File: src/hdl/pts_pkg.sv
package pts_pkg;

  localparam int PRIO_W = 8;
  localparam int ID_W   = 32;

  // Operation codes on opcode_i
  typedef enum logic [2:0] {
    OP_CREATE   = 3'd0,
    OP_SCHEDULE = 3'd1,
    OP_BLOCK    = 3'd2,
    OP_WAKEUP   = 3'd3,
    OP_EXIT     = 3'd4
  } op_e;

  // Result status codes
  typedef enum logic [1:0] {
    STS_OK         = 2'd0,
    STS_FULL       = 2'd1,
    STS_NO_CURRENT = 2'd2,
    STS_EMPTY_SLOT = 2'd3
  } status_e;

  // Per-slot task state
  typedef enum logic [1:0] {
    SS_READY   = 2'd0,
    SS_RUNNING = 2'd1,
    SS_BLOCKED = 2'd2
  } slot_state_e;

  // Write commands broadcast to the slot cells
  typedef enum logic [1:0] {
    CMD_NONE   = 2'd0,
    CMD_CREATE = 2'd1,
    CMD_SETST  = 2'd2,
    CMD_FREE   = 2'd3
  } cmd_e;

  // Controller states
  typedef enum logic [2:0] {
    S_IDLE = 3'd0,
    S_SEED = 3'd1,
    S_WAIT = 3'd2,
    S_EXEC = 3'd3,
    S_FIN  = 3'd4
  } fsm_e;

  // Command to the cells (slot index travels on its own port)
  typedef struct packed {
    cmd_e              code;
    slot_state_e       state;
    logic [PRIO_W-1:0] prio;
    logic [ID_W-1:0]   id;
  } cmd_t;

  // Scan token handed from cell to cell
  typedef struct packed {
    logic              vld;
    logic              found;
    logic [PRIO_W-1:0] prio;
    logic [ID_W-1:0]   id;
    logic              free_found;
    logic              tgt_used;
    slot_state_e       tgt_state;
  } scan_t;

endpackage

File: src/hdl/pts_cell.sv
module pts_cell import pts_pkg::*; #(
  parameter int NUM_SLOTS = 16,
  parameter int CELL_IDX  = 0,
  localparam int SLOT_W   = $clog2(NUM_SLOTS)
) (
  input  logic              clk_i,
  input  logic              rst_ni,
  input  cmd_t              cmd_i,
  input  logic [SLOT_W-1:0] cmd_idx_i,
  input  logic              excl_en_i,
  input  logic [SLOT_W-1:0] excl_idx_i,
  input  logic [SLOT_W-1:0] tgt_idx_i,
  input  scan_t             scan_i,
  input  logic [SLOT_W-1:0] best_idx_i,
  input  logic [SLOT_W-1:0] free_idx_i,
  output scan_t             scan_o,
  output logic [SLOT_W-1:0] best_idx_o,
  output logic [SLOT_W-1:0] free_idx_o
);

  localparam logic [SLOT_W-1:0] MY_IDX = SLOT_W'(CELL_IDX);

  logic              used_q;
  slot_state_e       state_q;
  logic [PRIO_W-1:0] prio_q;
  logic [ID_W-1:0]   id_q;

  scan_t             scan_d, scan_q;
  logic [SLOT_W-1:0] best_idx_d, best_idx_q;
  logic [SLOT_W-1:0] free_idx_d, free_idx_q;

  logic cand, better, hit;

  // Slot contents; slot 0 holds the idle task after reset
  assign hit = (cmd_i.code != CMD_NONE) && (cmd_idx_i == MY_IDX);

  always_ff @(posedge clk_i or negedge rst_ni) begin
    if (!rst_ni) begin
      used_q  <= (CELL_IDX == 0);
      state_q <= (CELL_IDX == 0) ? SS_RUNNING : SS_READY;
      prio_q  <= '0;
      id_q    <= (CELL_IDX == 0) ? ID_W'(1) : '0;
    end else if (hit) begin
      case (cmd_i.code)
        CMD_CREATE: begin
          used_q  <= 1'b1;
          state_q <= SS_READY;
          prio_q  <= cmd_i.prio;
          id_q    <= cmd_i.id;
        end
        CMD_SETST: state_q <= cmd_i.state;
        CMD_FREE: begin
          used_q  <= 1'b0;
          state_q <= SS_READY;
        end
        default: ;
      endcase
    end
  end

  // Merge this slot into the passing scan token
  always_comb begin
    cand = used_q && (state_q == SS_READY) && !(excl_en_i && (excl_idx_i == MY_IDX));
    better = !scan_i.found || (prio_q > scan_i.prio) ||
             ((prio_q == scan_i.prio) && (id_q < scan_i.id));
    scan_d     = scan_i;
    best_idx_d = best_idx_i;
    free_idx_d = free_idx_i;
    if (cand && better) begin
      scan_d.found = 1'b1;
      scan_d.prio  = prio_q;
      scan_d.id    = id_q;
      best_idx_d   = MY_IDX;
    end
    if (!scan_i.free_found && !used_q) begin
      scan_d.free_found = 1'b1;
      free_idx_d        = MY_IDX;
    end
    if (tgt_idx_i == MY_IDX) begin
      scan_d.tgt_used  = used_q;
      scan_d.tgt_state = state_q;
    end
  end

  always_ff @(posedge clk_i or negedge rst_ni) begin
    if (!rst_ni) begin
      scan_q     <= '0;
      best_idx_q <= '0;
      free_idx_q <= '0;
    end else begin
      scan_q     <= scan_d;
      best_idx_q <= best_idx_d;
      free_idx_q <= free_idx_d;
    end
  end

  assign scan_o     = scan_q;
  assign best_idx_o = best_idx_q;
  assign free_idx_o = free_idx_q;

endmodule

File: src/hdl/pts_ctrl.sv
module pts_ctrl import pts_pkg::*; #(
  parameter int NUM_SLOTS = 16,
  localparam int SLOT_W   = $clog2(NUM_SLOTS)
) (
  input  logic              clk_i,
  input  logic              rst_ni,
  input  logic              start_i,
  output logic              busy_o,
  input  logic [2:0]        opcode_i,
  input  logic [PRIO_W-1:0] task_priority_i,
  input  logic [3:0]        target_slot_i,
  output logic              done_o,
  output logic [1:0]        status_o,
  output logic [3:0]        current_slot_o,
  output logic              current_valid_o,
  output logic [ID_W-1:0]   result_id_o,
  output logic              switched_o,
  // cell chain
  output cmd_t              cmd_o,
  output logic [SLOT_W-1:0] cmd_idx_o,
  output logic              excl_en_o,
  output logic [SLOT_W-1:0] excl_idx_o,
  output logic [SLOT_W-1:0] tgt_idx_o,
  output scan_t             seed_o,
  input  scan_t             scan_i,
  input  logic [SLOT_W-1:0] best_idx_i,
  input  logic [SLOT_W-1:0] free_idx_i
);

  fsm_e              state_d, state_q;
  logic [2:0]        op_d, op_q;
  logic [PRIO_W-1:0] prio_d, prio_q;
  logic [3:0]        tgt_d, tgt_q;

  // Current task tracking
  logic [SLOT_W-1:0] rs_d, rs_q;
  logic              rv_d, rv_q;
  logic [ID_W-1:0]   rid_d, rid_q;
  slot_state_e       rstate_d, rstate_q;
  logic [ID_W-1:0]   idc_d, idc_q;

  // Latched scan result
  scan_t             sres_d, sres_q;
  logic [SLOT_W-1:0] bidx_d, bidx_q;
  logic [SLOT_W-1:0] fidx_d, fidx_q;

  // Per-transaction outcome
  logic              pend_d, pend_q;
  logic [SLOT_W-1:0] pidx_d, pidx_q;
  status_e           sts_d, sts_q;
  logic              created_d, created_q;
  logic [ID_W-1:0]   newid_d, newid_q;
  logic              sw_d, sw_q;

  // Result registers
  logic              done_d, done_q;
  status_e           res_sts_d, res_sts_q;
  logic [3:0]        res_slot_d, res_slot_q;
  logic              res_cv_d, res_cv_q;
  logic [ID_W-1:0]   res_id_d, res_id_q;
  logic              res_sw_d, res_sw_q;

  logic [SLOT_W+3:0] tgt_ext;
  logic [SLOT_W+3:0] rs_ext;
  logic              tgt_in_range;
  logic              switch_ok;

  assign tgt_ext      = (SLOT_W+4)'(tgt_q);
  assign tgt_in_range = tgt_ext < (SLOT_W+4)'(NUM_SLOTS);
  assign tgt_idx_o    = tgt_ext[SLOT_W-1:0];
  assign excl_en_o    = (op_q == OP_BLOCK) || (op_q == OP_EXIT);
  assign excl_idx_o   = rs_q;
  assign switch_ok    = sres_q.found && !(rv_q && (bidx_q == rs_q));

  always_ff @(posedge clk_i or negedge rst_ni) begin
    if (!rst_ni) begin
      state_q  <= S_IDLE;
      rs_q     <= '0;
      rv_q     <= 1'b1;
      rid_q    <= ID_W'(1);
      rstate_q <= SS_RUNNING;
      idc_q    <= ID_W'(2);
      pend_q   <= 1'b0;
      done_q   <= 1'b0;
    end else begin
      state_q  <= state_d;
      rs_q     <= rs_d;
      rv_q     <= rv_d;
      rid_q    <= rid_d;
      rstate_q <= rstate_d;
      idc_q    <= idc_d;
      pend_q   <= pend_d;
      done_q   <= done_d;
    end
  end

  always_ff @(posedge clk_i) begin
    op_q       <= op_d;
    prio_q     <= prio_d;
    tgt_q      <= tgt_d;
    sres_q     <= sres_d;
    bidx_q     <= bidx_d;
    fidx_q     <= fidx_d;
    pidx_q     <= pidx_d;
    sts_q      <= sts_d;
    created_q  <= created_d;
    newid_q    <= newid_d;
    sw_q       <= sw_d;
    res_sts_q  <= res_sts_d;
    res_slot_q <= res_slot_d;
    res_cv_q   <= res_cv_d;
    res_id_q   <= res_id_d;
    res_sw_q   <= res_sw_d;
  end

  assign rs_ext = (SLOT_W+4)'(rs_q);

  // Next state, cell commands and result
  always_comb begin
    state_d    = state_q;
    op_d       = op_q;
    prio_d     = prio_q;
    tgt_d      = tgt_q;
    rs_d       = rs_q;
    rv_d       = rv_q;
    rid_d      = rid_q;
    rstate_d   = rstate_q;
    idc_d      = idc_q;
    sres_d     = sres_q;
    bidx_d     = bidx_q;
    fidx_d     = fidx_q;
    pend_d     = pend_q;
    pidx_d     = pidx_q;
    sts_d      = sts_q;
    created_d  = created_q;
    newid_d    = newid_q;
    sw_d       = sw_q;
    done_d     = 1'b0;
    res_sts_d  = res_sts_q;
    res_slot_d = res_slot_q;
    res_cv_d   = res_cv_q;
    res_id_d   = res_id_q;
    res_sw_d   = res_sw_q;
    busy_o     = (state_q != S_IDLE);
    seed_o     = '0;
    cmd_o      = '0;
    cmd_idx_o  = '0;

    unique case (state_q)
      S_IDLE: begin
        if (start_i) begin
          op_d    = opcode_i;
          prio_d  = task_priority_i;
          tgt_d   = target_slot_i;
          state_d = S_SEED;
        end
      end

      // Launch one token into the chain
      S_SEED: begin
        seed_o.vld = 1'b1;
        state_d    = S_WAIT;
      end

      S_WAIT: begin
        if (scan_i.vld) begin
          sres_d  = scan_i;
          bidx_d  = best_idx_i;
          fidx_d  = free_idx_i;
          state_d = S_EXEC;
        end
      end

      // Apply the operation; a second slot write may be left pending
      S_EXEC: begin
        pend_d    = 1'b0;
        sts_d     = STS_OK;
        created_d = 1'b0;
        sw_d      = 1'b0;
        unique case (op_q)
          OP_CREATE: begin
            if (sres_q.free_found) begin
              cmd_o.code = CMD_CREATE;
              cmd_o.prio = prio_q;
              cmd_o.id   = idc_q;
              cmd_idx_o  = fidx_q;
              newid_d    = idc_q;
              idc_d      = idc_q + ID_W'(1);
              created_d  = 1'b1;
            end else begin
              sts_d = STS_FULL;
            end
          end
          OP_SCHEDULE: begin
            if (switch_ok) begin
              if (rv_q && (rstate_q == SS_RUNNING)) begin
                cmd_o.code  = CMD_SETST;
                cmd_o.state = SS_READY;
                cmd_idx_o   = rs_q;
              end
              pend_d   = 1'b1;
              pidx_d   = bidx_q;
              rs_d     = bidx_q;
              rv_d     = 1'b1;
              rid_d    = sres_q.id;
              rstate_d = SS_RUNNING;
              sw_d     = 1'b1;
            end
          end
          OP_BLOCK: begin
            if (!rv_q) begin
              sts_d = STS_NO_CURRENT;
            end else begin
              cmd_o.code  = CMD_SETST;
              cmd_o.state = SS_BLOCKED;
              cmd_idx_o   = rs_q;
              rstate_d    = SS_BLOCKED;
              if (sres_q.found) begin
                pend_d   = 1'b1;
                pidx_d   = bidx_q;
                rs_d     = bidx_q;
                rid_d    = sres_q.id;
                rstate_d = SS_RUNNING;
                sw_d     = 1'b1;
              end
            end
          end
          OP_WAKEUP: begin
            if (!tgt_in_range || !sres_q.tgt_used) begin
              sts_d = STS_EMPTY_SLOT;
            end else if (sres_q.tgt_state == SS_BLOCKED) begin
              cmd_o.code  = CMD_SETST;
              cmd_o.state = SS_READY;
              cmd_idx_o   = tgt_idx_o;
              if (rv_q && (tgt_idx_o == rs_q)) begin
                rstate_d = SS_READY;
              end
            end
          end
          OP_EXIT: begin
            if (!rv_q) begin
              sts_d = STS_NO_CURRENT;
            end else begin
              cmd_o.code = CMD_FREE;
              cmd_idx_o  = rs_q;
              rv_d       = 1'b0;
              rs_d       = '0;
              rid_d      = '0;
              sw_d       = 1'b1;
              if (sres_q.found) begin
                pend_d   = 1'b1;
                pidx_d   = bidx_q;
                rs_d     = bidx_q;
                rv_d     = 1'b1;
                rid_d    = sres_q.id;
                rstate_d = SS_RUNNING;
              end
            end
          end
          default: ;
        endcase
        state_d = S_FIN;
      end

      // Pending promotion to running, then publish the result
      S_FIN: begin
        if (pend_q) begin
          cmd_o.code  = CMD_SETST;
          cmd_o.state = SS_RUNNING;
          cmd_idx_o   = pidx_q;
        end
        pend_d     = 1'b0;
        done_d     = 1'b1;
        res_sts_d  = sts_q;
        res_cv_d   = rv_q;
        res_slot_d = rv_q ? rs_ext[3:0] : 4'd0;
        res_sw_d   = sw_q;
        if (created_q) begin
          res_id_d = newid_q;
        end else if (sts_q == STS_FULL) begin
          res_id_d = '0;
        end else begin
          res_id_d = rv_q ? rid_q : '0;
        end
        state_d = S_IDLE;
      end

      default: state_d = S_IDLE;
    endcase
  end

  assign done_o          = done_q;
  assign status_o        = res_sts_q;
  assign current_slot_o  = res_slot_q;
  assign current_valid_o = res_cv_q;
  assign result_id_o     = res_id_q;
  assign switched_o      = res_sw_q;

endmodule

File: src/hdl/priority_task_scheduler_top.sv
// Static-priority task scheduler.
// Command channel: drive opcode_i, task_priority_i and target_slot_i with
// start_i; the transaction is taken at a clock edge where start_i is high and
// busy_o is low. Inputs are captured then and need not be held.
// Result channel: done_o is high for exactly one cycle with status_o,
// current_slot_o, current_valid_o, result_id_o and switched_o valid. The
// receiver cannot stall; the result ports hold their value until the next one.
// Every slot is a cell in a chain; one scan token walks the chain one cell per
// cycle, finding the best ready task, the lowest free slot and the wakeup
// target. An operation passes from accept through the S_SEED, S_WAIT, S_EXEC and
// S_FIN states to done_o, waiting in S_WAIT for the token's walk through the
// chain; a new command is accepted in the cycle done_o is high, not earlier.
// Reset (rst_ni low, asynchronous) leaves the idle task in slot 0 running with
// id 1, all other slots empty and the next id at 2. No clearing pass is needed.
module priority_task_scheduler_top import pts_pkg::*; #(
  parameter int NUM_SLOTS = 16
) (
  input  logic              clk_i,
  input  logic              rst_ni,
  input  logic              start_i,
  output logic              busy_o,
  input  logic [2:0]        opcode_i,
  input  logic [PRIO_W-1:0] task_priority_i,
  input  logic [3:0]        target_slot_i,
  output logic              done_o,
  output logic [1:0]        status_o,
  output logic [3:0]        current_slot_o,
  output logic              current_valid_o,
  output logic [ID_W-1:0]   result_id_o,
  output logic              switched_o
);

  localparam int SLOT_W = $clog2(NUM_SLOTS);

  cmd_t              cmd;
  logic [SLOT_W-1:0] cmd_idx;
  logic              excl_en;
  logic [SLOT_W-1:0] excl_idx;
  logic [SLOT_W-1:0] tgt_idx;

  scan_t             chain    [NUM_SLOTS+1];
  logic [SLOT_W-1:0] best_idx [NUM_SLOTS+1];
  logic [SLOT_W-1:0] free_idx [NUM_SLOTS+1];

  assign best_idx[0] = '0;
  assign free_idx[0] = '0;

  pts_ctrl #(
    .NUM_SLOTS (NUM_SLOTS)
  ) u_ctrl (
    .clk_i           (clk_i),
    .rst_ni          (rst_ni),
    .start_i         (start_i),
    .busy_o          (busy_o),
    .opcode_i        (opcode_i),
    .task_priority_i (task_priority_i),
    .target_slot_i   (target_slot_i),
    .done_o          (done_o),
    .status_o        (status_o),
    .current_slot_o  (current_slot_o),
    .current_valid_o (current_valid_o),
    .result_id_o     (result_id_o),
    .switched_o      (switched_o),
    .cmd_o           (cmd),
    .cmd_idx_o       (cmd_idx),
    .excl_en_o       (excl_en),
    .excl_idx_o      (excl_idx),
    .tgt_idx_o       (tgt_idx),
    .seed_o          (chain[0]),
    .scan_i          (chain[NUM_SLOTS]),
    .best_idx_i      (best_idx[NUM_SLOTS]),
    .free_idx_i      (free_idx[NUM_SLOTS])
  );

  // Row of slot cells, token flows from slot 0 upward
  for (genvar g = 0; g < NUM_SLOTS; g++) begin : g_cell
    pts_cell #(
      .NUM_SLOTS (NUM_SLOTS),
      .CELL_IDX  (g)
    ) u_cell (
      .clk_i      (clk_i),
      .rst_ni     (rst_ni),
      .cmd_i      (cmd),
      .cmd_idx_i  (cmd_idx),
      .excl_en_i  (excl_en),
      .excl_idx_i (excl_idx),
      .tgt_idx_i  (tgt_idx),
      .scan_i     (chain[g]),
      .best_idx_i (best_idx[g]),
      .free_idx_i (free_idx[g]),
      .scan_o     (chain[g+1]),
      .best_idx_o (best_idx[g+1]),
      .free_idx_o (free_idx[g+1])
    );
  end

endmodule
File: config.mk
export PLATFORM = sky130hd
export DESIGN_NAME = priority_task_scheduler_top
export DESIGN_NICKNAME = d
export VERILOG_FILES = /design/src/hdl/pts_pkg.sv /design/src/hdl/pts_cell.sv /design/src/hdl/pts_ctrl.sv /design/src/hdl/priority_task_scheduler_top.sv
export SDC_FILE = /design/constraint.sdc
export NUM_CORES = 2
export LEC_CHECK = 0
export BUFFER_PORTS_ARGS = -buffer_cell sky130_fd_sc_hd__buf_4
export CORE_MARGIN = 8
export CORE_UTILIZATION = 45
export DETAILED_ROUTE_END_ITERATION = 6
export GPL_TIMING_DRIVEN = 0
export MAX_ROUTING_LAYER = met4
export SLEW_MARGIN = 20
export SYNTH_ARGS = -nofsm -noshare
export SYNTH_HDL_FRONTEND = slang
export SYNTH_SLANG_ARGS = --single-unit
File: constraint.sdc
create_clock -name clk_i -period 13.9 [get_ports clk_i]
set_clock_uncertainty 0.2 [all_clocks]
set_input_delay 1.39 -clock clk_i [delete_from_list [all_inputs] [get_ports clk_i]]
set_output_delay 1.39 -clock clk_i [all_outputs]
set_load 0.05 [all_outputs]
==> flow_summary.json <==
{
  "drive_above_1_share_pct": 15.9,
  "crit_arrival_ns": 5.72,
  "clk_path_buf_depth": 3,
  "async_flop_share_pct": 91.9,
  "hold_path_depth": 0,
  "crit_required_ns": 14.41,
  "min_to": "g_cell[9].u_cell.scan_o[45]",
  "r2r_end": "g_cell[15].u_cell.prio_q[0]",
  "clkTransAtPathRegs_ns": 0.06,
  "root_buffer": "clkbuf_16",
  "cts.sinks": 1730,
  "dr.pass1.iters": 5,
  "crit_path_end_kind": "flip-flop",
  "maxSlewHeadroom_pct": 21.4,
  "ys_warn_count": 0,
  "p_leak_nw": 42.9,
  "synth_seq_cells": 1730,
  "grt_util_met3_pct": 3.24,
  "cts_hold_buf": 0,
  "grt_max_degree": 147,
  "synthCells": 7052,
  "htree_levels": 4,
  "r2r_cells": 10,
  "avgSynthCellArea_um2": 11.4,
  "rr_startpoint": "u_ctrl.state_q[2]",
  "grt_use_met1_pct": 30.3,
  "place_congestion": 0.921,
  "nets": 7925,
  "min_from": "g_cell[8].u_cell.scan_o[45]",
  "core_mm2": 0.178,
  "routed_wirelength_mm": 211,
  "slowest_stage": "clkbuf_1",
  "die_x_um": 438,
  "synth-seq-area-share_pct": 54.8,
  "clkPwrFrac_pct": 44.9,
  "die_area_mm2": 0.192,
  "rows": 155,
  "postCtsResizedCells": 0,
  "r2r_slack_ns": 8.70,
  "status": "finished clean",
  "p_total_w": 0.0108,
  "synth_edf_count": 140,
  "cts-buffers-inserted": 182,
  "ir_worst_vdd_uv": 90.3,
  "setup_viol": 0,
  "top_usage_layer": "met2",
  "finalCriticalPeriod_ns": 5.20,
  "worst_pin_slew_ns": 1.17,
  "netlist_area_mm2": 0.0803,
  "sw_frac_of_total_pct": 24.0,
  "yosys.cell_types.count": 94,
  "final_common_cell": "dfrtp_1",
  "rsz0062_at_grt": "false",
  "setup-tns-final_ns": 0,
  "crit_family": "buffers and inverters",
  "power_frac_comb_pct": 5.9,
  "hp-class": "reg2reg",
  "die_h_um": 438,
  "vias": 52600,
  "grt_usage_pct": 22.6,
  "synth_nets": 7656,
  "grt_overflow_total": 0,
  "drv_cap": 0,
  "drt_iter0_markers": 3602,
  "dp_hpwl_mm": 165,
  "path_max_fanout": 23,
  "drc_errors": 0,
  "via_per_inst": 5.35,
  "antenna_left": 0,
  "start_kind": "flip-flop",
  "cts_tree": "done",
  "cellPowerDensity_mw_per_mm2": 120,
  "fin_crit_sh_pct": 37.4,
  "synth-main-ff-cell": "dfrtp_1",
  "design.portCount": 60,
  "clock_latency_ns": 0.84,
  "grt_pass1_wl_mm": 325,
  "grt_pass1_vias": 54200,
  "switchingPower_w": 0.00260,
  "antenna_found_initial": 15,
  "final_cell_mix": "dfrtp_1, nand2_1, inv_1",
  "p_int_w": 0.00824,
  "critical_path_class": "reg2reg",
  "cts_setup_buffers": 0,
  "start_util_pct": 45.2,
  "seqPwrFrac_pct": 49.2,
  "worst-path-buf-inv": 6,
  "wl_per_cell_um": 21.5,
  "gr-usage-met2_pct": 35.5,
  "slew_violations": 0,
  "cpPeakStageDelay_ns": 0.60,
  "final_hold_viol_count": 0,
  "cp_cell_sequence": "nand3b_2 > inv_1 > nand2_1 > inv_2 > buf_2 > buf_2 > buf_12 > nand2_1 > clkbuf_1 > mux2i_1",
  "area_growth_pct": 12.5,
  "port_buffers": 59,
  "fmax_ghz": 0.192
}
synthesized netlist by cell type (62+ instances only):
| library cell | count | area, um^2 |
|---|---|---|
| nand3_1 | 116 | 581 |
| nand2_1 | 853 | 3200 |
| o221ai_1 | 82 | 718 |
| nor2b_1 | 63 | 394 |
| ha_1 | 586 | 7330 |
| edfxtp_1 | 140 | 4200 |
| a21oi_1 | 131 | 656 |
| clkbuf_1 | 211 | 792 |
| dfrtp_1 | 1583 | 39600 |
| o21ai_0 | 426 | 2130 |
| buf_2 | 86 | 430 |
| nand2b_1 | 62 | 388 |
| nand4_1 | 95 | 594 |
| a221o_1 | 82 | 821 |
| mux2_1 | 175 | 1970 |
| and2_1 | 65 | 407 |
| a21o_1 | 72 | 541 |
| inv_1 | 624 | 2340 |
| o21ai_1 | 195 | 976 |
| nor2_1 | 248 | 931 |
| mux2_2 | 603 | 6790 |
layout make-up:
class,count,area (um^2)
plain buffers,329,1480
well taps,2355,2950
clock inverters,66,738
fillers,15500,87500
multi-input cells,4367,32600
inverters,626,2350
clock buffers,264,5270
diodes,12,30.0
repair buffers,85,930
flip-flops and latches,1730,44000
metrics by stage:
| stage | instance area (um^2) | instances | hold slack, ns | util [%] | worst slack, ns |
|---|---|---|---|---|---|
| 2_1_floorplan | 80300 | 7052 | 0.131 | - | 8.28 |
| 3_3_place_gp | 83700 | 9466 | 0.137 | 47.1 | -8.50 |
| 3_5_place_dp | 84300 | 9492 | 0.137 | 47.4 | 8.49 |
| 4_1_cts | 90300 | 9822 | 0.149 | 50.8 | 8.49 |
| 5_1_grt | 90300 | 9822 | 0.160 | 50.8 | 8.64 |
| 6_report | 90300 | 9834 | 0.146 | 50.8 | 8.70 |
registers in the layout, summed over array words and instances, names as in the netlist, 8 cells and up:
signal / flops
u_ctrl.rid_q: 32
u_ctrl.newid_q: 32
g_cell.u_cell.prio_q: 128
g_cell.u_cell.free_idx_o: 49
u_ctrl.result_id_o: 32
u_ctrl.sres_q: 37
u_ctrl.idc_q: 32
g_cell.u_cell.best_idx_o: 49
u_ctrl.prio_q: 8
g_cell.u_cell.id_q: 512
g_cell.u_cell.scan_o: 728
g_cell.u_cell.used_q: 16
g_cell.u_cell.state_q: 32
power by group through the flow:
stage	Clock [W]	Sequential, W	Combinational [W]
6_report	0.00487	0.00534	0.000640
5_1_grt	0.00519	0.00535	0.000704
4_1_cts	0.00498	0.00534	0.000650
3_5_place_dp	0	0.00543	0.000648
3_3_place_gp	0	0.00544	0.000608
2_1_floorplan	0	0.00545	0.000293
metal layers:
layer	up-vias	wire [um]	share of wire (%)
met5	-	0	0
met4	0	7450	3.5
met3	376	9590	4.5
met2	1053	97500	46
met1	26100	96600	46
li1	25100	-	-
cells by family (layout without fill, tap and decap cells):
| family | after synthesis | in the layout | synth area share [%] |
|---|---|---|---|
| flip-flops | 1730 | 1730 | 54.8 |
| AND/OR/NAND/NOR | 1703 | 1703 | 9.83 |
| AO/OA/AOI/OAI | 1248 | 1248 | 10.0 |
| buffers and inverters | 955 | 1370 | 4.76 |
| multiplexers | 789 | 789 | 11.0 |
| adder cells (fa/ha/maj) | 586 | 586 | 9.13 |
| XOR/XNOR | 41 | 41 | 0.456 |
| other | 0 | 12 | 0 |
how the worst max path moves through the flow:
stage,slack [ns],startpoint,depth (start not counted),end
CTS,8.49,u_ctrl.state_q[2],9,g_cell[7].u_cell.id_q[0]
global route,8.64,u_ctrl.state_q[2],10,g_cell[15].u_cell.prio_q[0]
detailed placement,8.49,u_ctrl.state_q[2],9,g_cell[7].u_cell.id_q[0]
global placement,-8.50,rst_ni,1,g_cell[0].u_cell.id_q[3]
floorplan,8.28,u_ctrl.state_q[0],2,u_ctrl.state_q[0]
finish,8.70,u_ctrl.state_q[2],10,g_cell[15].u_cell.prio_q[0]
No activity file was read; power rests on OpenSTA's default activity.
